File: config.mk
export PLATFORM = sky130hd
export DESIGN_NAME = spectrum_bin_rise_detector_unit_flat
export DESIGN_NICKNAME = d
export VERILOG_FILES = /design/src/rtl/sbrd_pkg.sv /design/src/rtl/sbrd_in_if.sv /design/src/rtl/sbrd_out_if.sv /design/src/rtl/spectrum_bin_rise_detector_unit.sv /design/src/flat_wrapper.sv
export SDC_FILE = /design/constraint.sdc
export NUM_CORES = 2
export LEC_CHECK = 0
export CAP_MARGIN = 10
export CORE_MARGIN = 2
export CORE_UTILIZATION = 57
export DETAILED_ROUTE_END_ITERATION = 16
export DONT_BUFFER_PORTS = 1
export PLACE_DENSITY = 0.8
export REMOVE_ABC_BUFFERS = 1
export SLEW_MARGIN = 25
export SYNTH_ARGS = -nofsm -noshare
export SYNTH_HDL_FRONTEND = slang
export SYNTH_SLANG_ARGS = --single-unit
File: constraint.sdc
create_clock -name clk -period 12.1 [get_ports clk]
set_clock_uncertainty 0.05 [all_clocks]
set_input_delay 1.21 -clock clk [delete_from_list [all_inputs] [get_ports clk]]
set_output_delay 1.21 -clock clk [all_outputs]
set_load 0.03 [all_outputs]
File: src/rtl/sbrd_pkg.sv
// ----------------------------------------------------------------------------
// sbrd_pkg
// shared widths, register map and reset values of the bin rise detector
// ----------------------------------------------------------------------------
package sbrd_pkg;

  localparam int unsigned IDX_W    = 8;
  localparam int unsigned PWR_W    = 8;
  localparam int unsigned STREAK_W = 4;
  localparam int unsigned COUNT_W  = 9;

  localparam int unsigned CFG_AW   = 4;
  localparam int unsigned CFG_DW   = 32;

  typedef logic signed [PWR_W-1:0]    pwr_t;
  typedef logic        [STREAK_W-1:0] streak_t;
  typedef logic        [COUNT_W-1:0]  count_t;

  typedef enum logic [1:0] {
    REG_MISSING_MARKER = 2'd0,
    REG_FLOOR_LEVEL    = 2'd1,
    REG_RISE_STEP      = 2'd2,
    REG_STREAK_NEEDED  = 2'd3
  } reg_idx_t;

  localparam pwr_t               MISSING_RST = -8'sd128;
  localparam pwr_t               FLOOR_RST   = -8'sd65;
  localparam logic [PWR_W-1:0]   STEP_RST    = 8'd12;
  localparam streak_t            NEED_RST    = 4'd3;

  localparam count_t             COUNT_MAX   = '1;

endpackage

File: src/rtl/sbrd_in_if.sv
// ----------------------------------------------------------------------------
// sbrd_in_if
// input channel: one bin word per handshake
// ----------------------------------------------------------------------------
interface sbrd_in_if;
  import sbrd_pkg::*;

  logic                    valid;
  logic                    ready;
  logic [IDX_W-1:0]        bin_index;
  logic signed [PWR_W-1:0] base_power;
  logic signed [PWR_W-1:0] now_power;
  logic                    comparable;
  logic                    last_bin;

  modport source (
    output valid, bin_index, base_power, now_power, comparable, last_bin,
    input  ready
  );

  modport sink (
    input  valid, bin_index, base_power, now_power, comparable, last_bin,
    output ready
  );

endinterface

File: src/rtl/sbrd_out_if.sv
// ----------------------------------------------------------------------------
// sbrd_out_if
// result channel: one result word per handshake
// ----------------------------------------------------------------------------
interface sbrd_out_if;
  import sbrd_pkg::*;

  logic               valid;
  logic               ready;
  logic               bin_changed;
  logic [COUNT_W-1:0] changed_count;
  logic               pass_done;

  modport source (
    output valid, bin_changed, changed_count, pass_done,
    input  ready
  );

  modport sink (
    input  valid, bin_changed, changed_count, pass_done,
    output ready
  );

endinterface

File: src/rtl/spectrum_bin_rise_detector_unit.sv
// ----------------------------------------------------------------------------
// spectrum_bin_rise_detector_unit
// per-bin rise persistence tracker with a running changed-bin count per pass
// ----------------------------------------------------------------------------
// One bin word is accepted each cycle unless the output stalls; its result
// passes the compare stage and the output register. Per-bin streak counters
// live in a single memory with a registered read; a counter is read when its
// word is accepted and written back as it leaves the compare stage; the last
// write is forwarded so the same bin may arrive on consecutive cycles. Streak
// entries start at zero through per-entry valid bits cleared by reset, so no
// clearing pass is needed and words are accepted from the first cycle after
// reset. Bins at or above MAX_BINS update no counter and report unchanged.
// ----------------------------------------------------------------------------
module spectrum_bin_rise_detector_unit #(
  parameter int unsigned MAX_BINS = 256
) (
  input  logic                         clk,
  input  logic                         rst_n,
  sbrd_in_if.sink                      in_ch,
  sbrd_out_if.source                   out_ch,
  input  logic                         cfg_psel,
  input  logic                         cfg_penable,
  input  logic                         cfg_pwrite,
  input  logic [sbrd_pkg::CFG_AW-1:0]  cfg_paddr,
  input  logic [sbrd_pkg::CFG_DW-1:0]  cfg_pwdata,
  output logic [sbrd_pkg::CFG_DW-1:0]  cfg_prdata,
  output logic                         cfg_pready
);
  import sbrd_pkg::*;

  localparam int unsigned DEPTH = (MAX_BINS < (1 << IDX_W)) ? MAX_BINS : (1 << IDX_W);
  localparam int unsigned AW    = (DEPTH > 1) ? $clog2(DEPTH) : 1;

  // configuration registers
  pwr_t             missing_r;
  pwr_t             floor_r;
  logic [PWR_W-1:0] step_r;
  streak_t          need_r;

  // streak memory and entry valid bits
  streak_t          mem [DEPTH];
  logic [DEPTH-1:0] vbit_r;
  streak_t          rd_data_r;
  logic             rd_vld_r;

  // last write-back for forwarding
  logic             wb_vld_r;
  logic [AW-1:0]    wb_addr_r;
  streak_t          wb_data_r;

  // compare stage
  logic             s1_valid_r;
  logic [AW-1:0]    s1_addr_r;
  logic             s1_inrange_r;
  pwr_t             s1_base_r;
  pwr_t             s1_now_r;
  logic             s1_comp_r;
  logic             s1_last_r;

  count_t           pass_changed_r;

  // output word
  logic             out_valid_r;
  logic             out_changed_r;
  count_t           out_count_r;
  logic             out_done_r;

  logic             cfg_wr;
  reg_idx_t         cfg_idx;
  logic             in_fire;
  logic             out_take;
  logic             s1_fire;
  logic [AW-1:0]    in_addr;
  logic             in_inrange;
  streak_t          cur_streak;
  logic signed [PWR_W+1:0] diff;
  logic             rise;
  streak_t          streak_nxt;
  logic             changed;
  count_t           count_nxt;

  // config port
  assign cfg_pready = 1'b1;
  assign cfg_wr     = cfg_psel && cfg_penable && cfg_pwrite && cfg_pready;
  assign cfg_idx    = reg_idx_t'(cfg_paddr[3:2]);

  always_comb begin
    case (cfg_idx)
      REG_MISSING_MARKER: cfg_prdata = CFG_DW'({missing_r});
      REG_FLOOR_LEVEL:    cfg_prdata = CFG_DW'({floor_r});
      REG_RISE_STEP:      cfg_prdata = CFG_DW'(step_r);
      REG_STREAK_NEEDED:  cfg_prdata = CFG_DW'(need_r);
      default:            cfg_prdata = '0;
    endcase
  end

  always_ff @(posedge clk) begin
    if (!rst_n) begin
      missing_r <= MISSING_RST;
      floor_r   <= FLOOR_RST;
      step_r    <= STEP_RST;
      need_r    <= NEED_RST;
    end else if (cfg_wr) begin
      case (cfg_idx)
        REG_MISSING_MARKER: missing_r <= pwr_t'(cfg_pwdata[PWR_W-1:0]);
        REG_FLOOR_LEVEL:    floor_r   <= pwr_t'(cfg_pwdata[PWR_W-1:0]);
        REG_RISE_STEP:      step_r    <= cfg_pwdata[PWR_W-1:0];
        REG_STREAK_NEEDED:  need_r    <= cfg_pwdata[STREAK_W-1:0];
        default: begin
        end
      endcase
    end
  end

  // handshakes
  assign out_take     = !out_valid_r || out_ch.ready;
  assign s1_fire      = s1_valid_r && out_take;
  assign in_ch.ready  = !s1_valid_r || out_take;
  assign in_fire      = in_ch.valid && in_ch.ready;
  assign in_addr      = in_ch.bin_index[AW-1:0];
  assign in_inrange   = 32'(in_ch.bin_index) < 32'(MAX_BINS);

  // rise test and streak update
  assign cur_streak = (wb_vld_r && (wb_addr_r == s1_addr_r)) ? wb_data_r :
                      (rd_vld_r ? rd_data_r : '0);
  assign diff = (PWR_W+2)'(s1_now_r) - (PWR_W+2)'(s1_base_r);
  assign rise = s1_comp_r && (s1_base_r != missing_r) && (s1_now_r != missing_r) &&
                (s1_now_r >= floor_r) && (diff >= $signed({2'b00, step_r}));

  always_comb begin
    if (!rise) begin
      streak_nxt = '0;
    end else if (cur_streak < need_r) begin
      streak_nxt = cur_streak + STREAK_W'(1);
    end else begin
      streak_nxt = cur_streak;
    end
  end

  assign changed   = s1_inrange_r && (streak_nxt >= need_r);
  assign count_nxt = (changed && (pass_changed_r != COUNT_MAX)) ?
                     pass_changed_r + COUNT_W'(1) : pass_changed_r;

  // streak memory
  always_ff @(posedge clk) begin
    if (in_fire) begin
      rd_data_r <= mem[in_addr];
    end
    if (s1_fire && s1_inrange_r) begin
      mem[s1_addr_r] <= streak_nxt;
    end
  end

  // payload of the compare stage, the output word and the last write-back
  always_ff @(posedge clk) begin
    if (in_fire) begin
      s1_addr_r    <= in_addr;
      s1_inrange_r <= in_inrange;
      s1_base_r    <= in_ch.base_power;
      s1_now_r     <= in_ch.now_power;
      s1_comp_r    <= in_ch.comparable;
      s1_last_r    <= in_ch.last_bin;
    end
    if (s1_fire) begin
      out_changed_r <= changed;
      out_count_r   <= count_nxt;
      out_done_r    <= s1_last_r;
    end
    if (s1_fire && s1_inrange_r) begin
      wb_addr_r <= s1_addr_r;
      wb_data_r <= streak_nxt;
    end
  end

  // control state
  always_ff @(posedge clk) begin
    if (!rst_n) begin
      vbit_r         <= '0;
      rd_vld_r       <= 1'b0;
      wb_vld_r       <= 1'b0;
      s1_valid_r     <= 1'b0;
      out_valid_r    <= 1'b0;
      pass_changed_r <= '0;
    end else begin
      if (in_fire) begin
        rd_vld_r <= vbit_r[in_addr];
      end
      if (s1_fire && s1_inrange_r) begin
        vbit_r[s1_addr_r] <= 1'b1;
        wb_vld_r          <= 1'b1;
      end
      if (in_fire) begin
        s1_valid_r <= 1'b1;
      end else if (s1_fire) begin
        s1_valid_r <= 1'b0;
      end
      if (s1_fire) begin
        out_valid_r    <= 1'b1;
        pass_changed_r <= s1_last_r ? '0 : count_nxt;
      end else if (out_ch.ready) begin
        out_valid_r <= 1'b0;
      end
    end
  end

  assign out_ch.valid         = out_valid_r;
  assign out_ch.bin_changed   = out_changed_r;
  assign out_ch.changed_count = out_count_r;
  assign out_ch.pass_done     = out_done_r;

  // checks
  a_pass_restart: assert property (@(posedge clk) disable iff (!rst_n)
    s1_fire && s1_last_r |=> pass_changed_r == '0)
    else $error("pass count not cleared after last bin");

  a_changed_counted: assert property (@(posedge clk) disable iff (!rst_n)
    out_valid_r && out_changed_r |-> out_count_r != '0)
    else $error("changed bin word with zero count");

  a_stall_holds_read: assert property (@(posedge clk) disable iff (!rst_n)
    s1_valid_r && !s1_fire |=> $stable(cur_streak) && $stable(s1_addr_r))
    else $error("read data lost while stalled");

  a_unchanged_out_of_range: assert property (@(posedge clk) disable iff (!rst_n)
    s1_fire && !s1_inrange_r |=> !out_changed_r)
    else $error("out-of-range bin reported changed");

endmodule
File: src/flat_wrapper.sv
// flat-port wrapper written by rule: the top's interface ports become plain ports
module spectrum_bin_rise_detector_unit_flat import sbrd_pkg::*;
#(
  parameter int unsigned MAX_BINS = 256
)
  (clk, rst_n, cfg_psel, cfg_penable, cfg_pwrite, cfg_paddr, cfg_pwdata, cfg_prdata, cfg_pready, in_ch_valid, in_ch_bin_index, in_ch_base_power, in_ch_now_power, in_ch_comparable, in_ch_last_bin, in_ch_ready, out_ch_valid, out_ch_bin_changed, out_ch_changed_count, out_ch_pass_done, out_ch_ready);
  sbrd_in_if in_ch_i ();
  sbrd_out_if out_ch_i ();
  input  logic clk;
  input  logic rst_n;
  input  logic cfg_psel;
  input  logic cfg_penable;
  input  logic cfg_pwrite;
  input  logic [sbrd_pkg::CFG_AW-1:0] cfg_paddr;
  input  logic [sbrd_pkg::CFG_DW-1:0] cfg_pwdata;
  output logic [sbrd_pkg::CFG_DW-1:0] cfg_prdata;
  output logic cfg_pready;
  input wire logic [$bits(in_ch_i.valid)-1:0] in_ch_valid;
  input wire logic [$bits(in_ch_i.bin_index)-1:0] in_ch_bin_index;
  input wire logic [$bits(in_ch_i.base_power)-1:0] in_ch_base_power;
  input wire logic [$bits(in_ch_i.now_power)-1:0] in_ch_now_power;
  input wire logic [$bits(in_ch_i.comparable)-1:0] in_ch_comparable;
  input wire logic [$bits(in_ch_i.last_bin)-1:0] in_ch_last_bin;
  output wire logic [$bits(in_ch_i.ready)-1:0] in_ch_ready;
  output wire logic [$bits(out_ch_i.valid)-1:0] out_ch_valid;
  output wire logic [$bits(out_ch_i.bin_changed)-1:0] out_ch_bin_changed;
  output wire logic [$bits(out_ch_i.changed_count)-1:0] out_ch_changed_count;
  output wire logic [$bits(out_ch_i.pass_done)-1:0] out_ch_pass_done;
  input wire logic [$bits(out_ch_i.ready)-1:0] out_ch_ready;
  assign in_ch_i.valid = in_ch_valid;
  assign in_ch_i.bin_index = in_ch_bin_index;
  assign in_ch_i.base_power = in_ch_base_power;
  assign in_ch_i.now_power = in_ch_now_power;
  assign in_ch_i.comparable = in_ch_comparable;
  assign in_ch_i.last_bin = in_ch_last_bin;
  assign in_ch_ready = in_ch_i.ready;
  assign out_ch_valid = out_ch_i.valid;
  assign out_ch_bin_changed = out_ch_i.bin_changed;
  assign out_ch_changed_count = out_ch_i.changed_count;
  assign out_ch_pass_done = out_ch_i.pass_done;
  assign out_ch_i.ready = out_ch_ready;
  spectrum_bin_rise_detector_unit #(.MAX_BINS(MAX_BINS)) u_core (.clk(clk), .rst_n(rst_n), .in_ch(in_ch_i), .out_ch(out_ch_i), .cfg_psel(cfg_psel), .cfg_penable(cfg_penable), .cfg_pwrite(cfg_pwrite), .cfg_paddr(cfg_paddr), .cfg_pwdata(cfg_pwdata), .cfg_prdata(cfg_prdata), .cfg_pready(cfg_pready));
endmodule
Word level (Yosys, flattened, before mapping):

Memory sizes are Yosys's and may differ from the RTL's. A register that Yosys moved wholly into a read port is not among the register bits.
Index checks and enable logic that the tools add are counted.

* order comparisons: 7
* add/subtract/negate cells: 3
* reduce and logical (&&, ||, !) cells: 22
* equality and inequality tests: 7
* multiplexer cells: 17
* bitwise gates (word level): 1

Operators with widths (number)
* bitwise OR 256 bit: 1
* case mux 32 bit (4 select lines): 1
* < comparator 8 x 9 -> 1 bit, second input constant: 2
* 2-to-1 mux 9 bit: 2
* 2-to-1 mux 4 bit: 4
* inequality test 8 bit: 2
* logical AND 1 bit: 11
* greater-or-equal comparator 10 x 9 -> 1 bit: 1
* adder 9 x 1 -> 9 bit, second input constant: 1
* inequality test 9 bit, second input constant: 1
* subtractor 8 x 8 -> 9 bit: 1
* binary-select mux 1 bit (select 8 bit): 1
* demux 1 bit (select 8 bit): 1
* == test 8 bit: 1
* greater-or-equal comparator 8 x 1 -> 1 bit, second input constant: 1
* greater-or-equal comparator 8 bit: 1
* 2-to-1 mux 1 bit: 8
* AND reduction 2 bit: 4
* adder 4 x 1 -> 4 bit, second input constant: 1
* == test 2 bit, second input constant: 2
* greater-or-equal comparator 4 bit: 1
* < comparator 4 bit: 1
* nonzero test 2 bit: 2
* == test 2 x 1 -> 1 bit, second input constant: 1
* 3 further kinds: 5

* word-level logic and storage cells: 78
* output and inout port bits: 46
* memories kept: 1
* input bits: 69
* register bits after elaboration: 346
* RAM bits: 1024

Memories
* u_core.mem: depth 256, bits a word 4, read ports 1, clocked after Yosys merged registers in 1, write ports 1, RTL line spectrum_bin_rise_detector_unit.sv:41 `streak_t mem [DEPTH];`

Longest topological paths before layout:

* depth after elaboration: 10
* mapped depth: 25
* depth with buffers taken out: 25

Worst setup path before layout:

OpenSTA, ideal clock, no wires.

* kind: register to register
* start: reg u_core.s1_now_r[1]
* end: reg u_core.pass_changed_r[4]
* buffers on the path: 0
* required time: 11.976 ns
* cell stages (with the launch flop): 22
* path slack: 0.714 ns
* period minus slack after synthesis: 11.386 ns
* arrival time: 11.262 ns
* setup time: 0.074 ns
* cell sequence: edfxtp_1 -> ha_1 -> nor2b_1 -> o21ai_0 -> nand2b_1 -> a21o_1 -> a21o_1 -> a21o_1 -> a21oi_1 -> xnor2_1 -> ha_1 -> o211ai_1 -> a211oi_1 -> a211oi_1 -> or4_1 -> nor2b_1 -> ha_1 -> a21oi_1 -> nor2_1 -> nand4_1 -> or4_1 -> o21ai_0

* cells in the longest elaborated chain, start to end: 9
* elaborated cells on any way between the ends: 12
* classes of those cells: 1 x add/sub; 3 x order compare; 1 x eq/ne; 3 x mux; 4 x reduce/logical

Ends and longest elaborated chain
* from (decl): RTL line spectrum_bin_rise_detector_unit.sv:56 `pwr_t s1_now_r;`
* from (signal assigned): RTL line spectrum_bin_rise_detector_unit.sv:160 `s1_now_r <= in_ch.now_power;`
* branches (longest 3 deep; another with greater-or-equal comparator 10 x 9 -> 1 bit)
* logical AND 1 bit (*): RTL line spectrum_bin_rise_detector_unit.sv:128 `(s1_now_r >= floor_r) && (diff >= $signed({2'b00, step_r}));`
* 2-to-1 mux 4 bit (*): RTL line spectrum_bin_rise_detector_unit.sv:131 `if (!rise) begin`
* via u_core.streak_nxt[3]: RTL line spectrum_bin_rise_detector_unit.sv:78 `streak_t streak_nxt;`
* greater-or-equal comparator 4 bit (*): RTL line spectrum_bin_rise_detector_unit.sv:140 `assign changed = s1_inrange_r && (streak_nxt >= need_r);`
* logical AND 1 bit (*): RTL line spectrum_bin_rise_detector_unit.sv:141 `assign count_nxt = (changed && (pass_changed_r != COUNT_MAX)) ?`
* 2-to-1 mux 9 bit (*): RTL line spectrum_bin_rise_detector_unit.sv:141
* 2-to-1 mux 9 bit (*): RTL line spectrum_bin_rise_detector_unit.sv:199 `pass_changed_r <= s1_last_r ? '0 : count_nxt;`
* to (signal assigned): RTL line spectrum_bin_rise_detector_unit.sv:199
* to (decl): RTL line spectrum_bin_rise_detector_unit.sv:60 `count_t pass_changed_r;`

Mark *: on every way through the listed nets, which the timed path passes.
A chain may end at the register's enable or synchronous reset.

Worst setup path in the final report:

* start: reg u_core.s1_now_r[1]
* end: reg u_core.pass_changed_r[1]

* cells in the longest elaborated chain, start to end: 9
* elaborated cells on any way between the ends: 12
* classes of those cells: 1 x add/sub; 3 x order compare; 1 x eq/ne; 3 x mux; 4 x reduce/logical

Ends and longest elaborated chain
* branches (longest 3 deep; another with greater-or-equal comparator 10 x 9 -> 1 bit)
* logical AND 1 bit (*): RTL line spectrum_bin_rise_detector_unit.sv:128
* 2-to-1 mux 4 bit (*): RTL line spectrum_bin_rise_detector_unit.sv:131
* via u_core.streak_nxt[1]: RTL line spectrum_bin_rise_detector_unit.sv:78
* greater-or-equal comparator 4 bit (*): RTL line spectrum_bin_rise_detector_unit.sv:140
* logical AND 1 bit (*): RTL line spectrum_bin_rise_detector_unit.sv:141
* 2-to-1 mux 9 bit (*): RTL line spectrum_bin_rise_detector_unit.sv:141
* via u_core.count_nxt[1]: RTL line spectrum_bin_rise_detector_unit.sv:80 `count_t count_nxt;`
* 2-to-1 mux 9 bit (*): RTL line spectrum_bin_rise_detector_unit.sv:199

Marked as above.

==> reports/results.ini <==
[status]
status = finished, violations left
violations = slew limit

[power]
power_density_nw_per_um2 = 161
irDropWorstVdd_v = 0.000117
switching_share_pct = 20.9
leakagePower_nw = 20.3
p_int_mw = 7.60
combPwrFrac_pct = 3.8
p_sw_mw = 2.01
p_clk_share_pct = 42.9
seq_power_share_pct = 53.2

[synthesis]
synthTopCellsByArea = edfxtp_1 (60%), mux4_2 (16%), dfxtp_1 (11%)
yosysMostFrequentCell = edfxtp_1
netlist_area_um2 = 54400
synth-seq-area-share_pct = 70.4
async_reset_ff_share_pct = 0
netlist.area_leader.share_pct = 59.5
synth-main-ff-cell = edfxtp_1
syn_area_per_cell_um2 = 16.6
synth_common_cells = edfxtp_1 (1,077), nor2_1 (812), mux4_2 (383)
synth_cell_types = 54
synth_edf_count = 1077
synth-warning-count = 0
syn_inst = 3266
post-synth-top-area-cell = edfxtp_1
ys_ff_latch = 1374

[grt]
grt_pass1_vias = 29500
grt_max_degree = 321
grt_usage_pct = 25.0
overflow = 0
grt_first_pass_wirelength_um = 184000
antenna_found_initial = 1

[route]
wl_per_cell_um = 26.2
firstDrtPassIters = 6
vias = 29200
drc = 0
totalWireLength_um = 121000
postRouteAntennaNets = 0
via_per_inst = 6.30
drt_iter0_markers = 3632

[clock_tree]
cts_tree = yes
ctsRootBufferMaster = clkbuf_16
ctsResizeCount = 0
cts.sinks = 1374
postCtsSetupBuffers = 0
worstSkewPairLatency_ns = 0.75
clockBufferDepth = 3
htreeDepth = 4
clk_pin_slew_ns = 0.06
numCtsBuffers = 135
ctsHoldBuffers = 0

[layout]
drive_gt1_share_pct = 18.7
layout.nets = 3355
area_growth_pct = 10.1
final_core_util_pct = 63.2

[floorplanning]
die_area_um2 = 97800
ioPinCount = 115
num_rows = 113
initial_core_util_pct = 57.4
coreArea_um2 = 94700
die_w_um = 313
dieHeight_um = 313

[critical_path]
path_cells = ha_1 > nor2b_1 > o21ai_0 > nand2b_1 > a21o_1 > a21o_1 > a21o_1 > a21oi_1 > xnor2_1 > ha_1 > o211ai_1 > a211oi_1 > a211oi_1 > or4_1 > nor2_4 > buf_12 > ha_1 > a21o_1 > a21o_1 > a21oi_1 > nor2_1 > mux2_2 > a22oi_1 > nor2_1
startpoint_type = flip-flop
max_stage_delay_ns = 0.76
path_common_cell = a21o_1
worstSetupEndpointType = flip-flop
critPathBufInv = 1
critical_path_arrival_ns = 6.71
crit_fanout = 125
worst-setup-path-type = flip-flop to flip-flop
worstPathRequired_ns = 12.64
crit_slowest_cell = or4_1
cp_top_family = compound AO/OA/AOI/OAI gates

[timing]
tightest_slew_ns = 2.33
fmaxAchievable_mhz = 162
final_hold_viol_count = 0
fin_tns_setup_ns = 0
rsz0062_at_grt = false
final-setup-viol-count = 0
slew_headroom_pct = -55.2
slew_viol_final = 301
fin_crit_sh_pct = 51.1
min_period_ns = 6.18

[placed_design]
hpwlAfterDp_um = 69300
gp_congestion = 0.807
port_buffers = 0

[flow_run]
maxCapViolCount = 0

[worst_hold_path]
hp-class = flip-flop to flip-flop

-- layout make-up --
class | instances | area, um2
fillers | 6310 | 34900
inverters | 42 | 165
clock buffers | 194 | 3910
multi-input cells | 1667 | 15000
flip-flops and latches | 1374 | 38300
repair buffers | 31 | 338
diodes | 1 | 2.50
well taps | 1265 | 1580
clock inverters | 57 | 518
-- flip-flops by register name, indices dropped and copies added, names as in the netlist, 4 cells and up --
signal	count
u_core.s1_now_r	8
u_core.need_r	4
u_core.s1_addr_r	8
u_core.mem	1024
u_core.missing_r	8
u_core.pass_changed_r	9
u_core.vbit_r	256
u_core.step_r	8
u_core.wb_data_r	4
u_core.floor_r	8
u_core.rd_data_r	4
u_core.out_ch.changed_count	9
u_core.wb_addr_r	8
u_core.s1_base_r	8
-- routing by layer --
metal	wire length (um)	vias to the layer above	global-route usage [%]
met4	4380	2	9.79
li1	-	12400	-
met3	11400	263	4.76
met1	46000	15000	34.5
met2	59400	1585	40.1
met5	16	-	0
-- power groups by stage --
stage	clock network, mW	logic, mW	registers (mW)
3_3_place_gp	0	0.340	5.22
4_1_cts	4.16	0.354	5.12
2_1_floorplan	0	0.249	5.24
5_1_grt	4.34	0.381	5.12
3_5_place_dp	0	0.350	5.22
6_report	4.13	0.367	5.12
-- path summary, 6_finish.rpt --
kind	start	endpoint	slack, ns	cells after the start
max	u_core.s1_now_r[1]	u_core.pass_changed_r[1]	5.92	24
min	u_core.vbit_r[190]	u_core.vbit_r[190]	0.41	2
max reg2reg	u_core.s1_now_r[1]	u_core.pass_changed_r[1]	5.92	24
min reg2reg	u_core.vbit_r[190]	u_core.vbit_r[190]	0.41	2
-- cells in the final DEF, fill, tap and decap left out, types with 23 or more instances in the layout --
cell and n:
a21oi_1 33, a22oi_1 27, buf_4 23, clkbuf_1 33, clkbuf_16 139, conb_1 25
dfxtp_1 297, edfxtp_1 1077, ha_1 34, inv_1 41, mux2i_1 56, mux4_2 383
nand2_1 74, nor2_1 810, o21ai_0 25, xnor2_1 25
-- stage by stage --
step / cells / total power, mW / hold slack [ns] / cell area, um2 / setup WS [ns]
floorplan: 3083 / 5.49 / 0.382 / 53400 / 0.544
global placement: 4376 / 5.56 / 0.392 / 55300 / 5.64
detailed placement: 4376 / 5.57 / 0.403 / 55300 / 5.52
CTS: 4627 / 9.63 / 0.416 / 59700 / 5.46
global route: 4630 / 9.84 / 0.440 / 59800 / 5.38
finish: 4631 / 9.62 / 0.412 / 59800 / 5.92
-- cells by family (layout without fill, tap and decap cells) --
kind of cell | Yosys count | after routing | synth area share (%)
AND/OR/NAND/NOR | 983 | 983 | 7.22
other | 2 | 26 | 0.0138
multiplexers | 445 | 445 | 17.0
buffers and inverters | 248 | 324 | 2.15
XOR/XNOR | 40 | 40 | 0.645
flip-flops | 1374 | 1374 | 70.4
adder cells (fa/ha/maj) | 35 | 35 | 0.820
AO/OA/AOI/OAI | 139 | 139 | 1.69
-- worst reg2reg max path: stages (launching register included) --
cell and delay, ns:
edfxtp_1 0.46, ha_1 0.32, nor2b_1 0.12, o21ai_0 0.15, nand2b_1 0.10, a21o_1 0.19, a21o_1 0.20, a21o_1 0.18
a21oi_1 0.17, xnor2_1 0.08, ha_1 0.29, o211ai_1 0.10, a211oi_1 0.22, a211oi_1 0.08, or4_1 0.76, nor2_4 0.22
buf_12 0.43, ha_1 0.34, a21o_1 0.17, a21o_1 0.17, a21oi_1 0.41, nor2_1 0.26, mux2_2 0.34, a22oi_1 0.14
nor2_1 0.06
(Power assumes the default switching activity.)
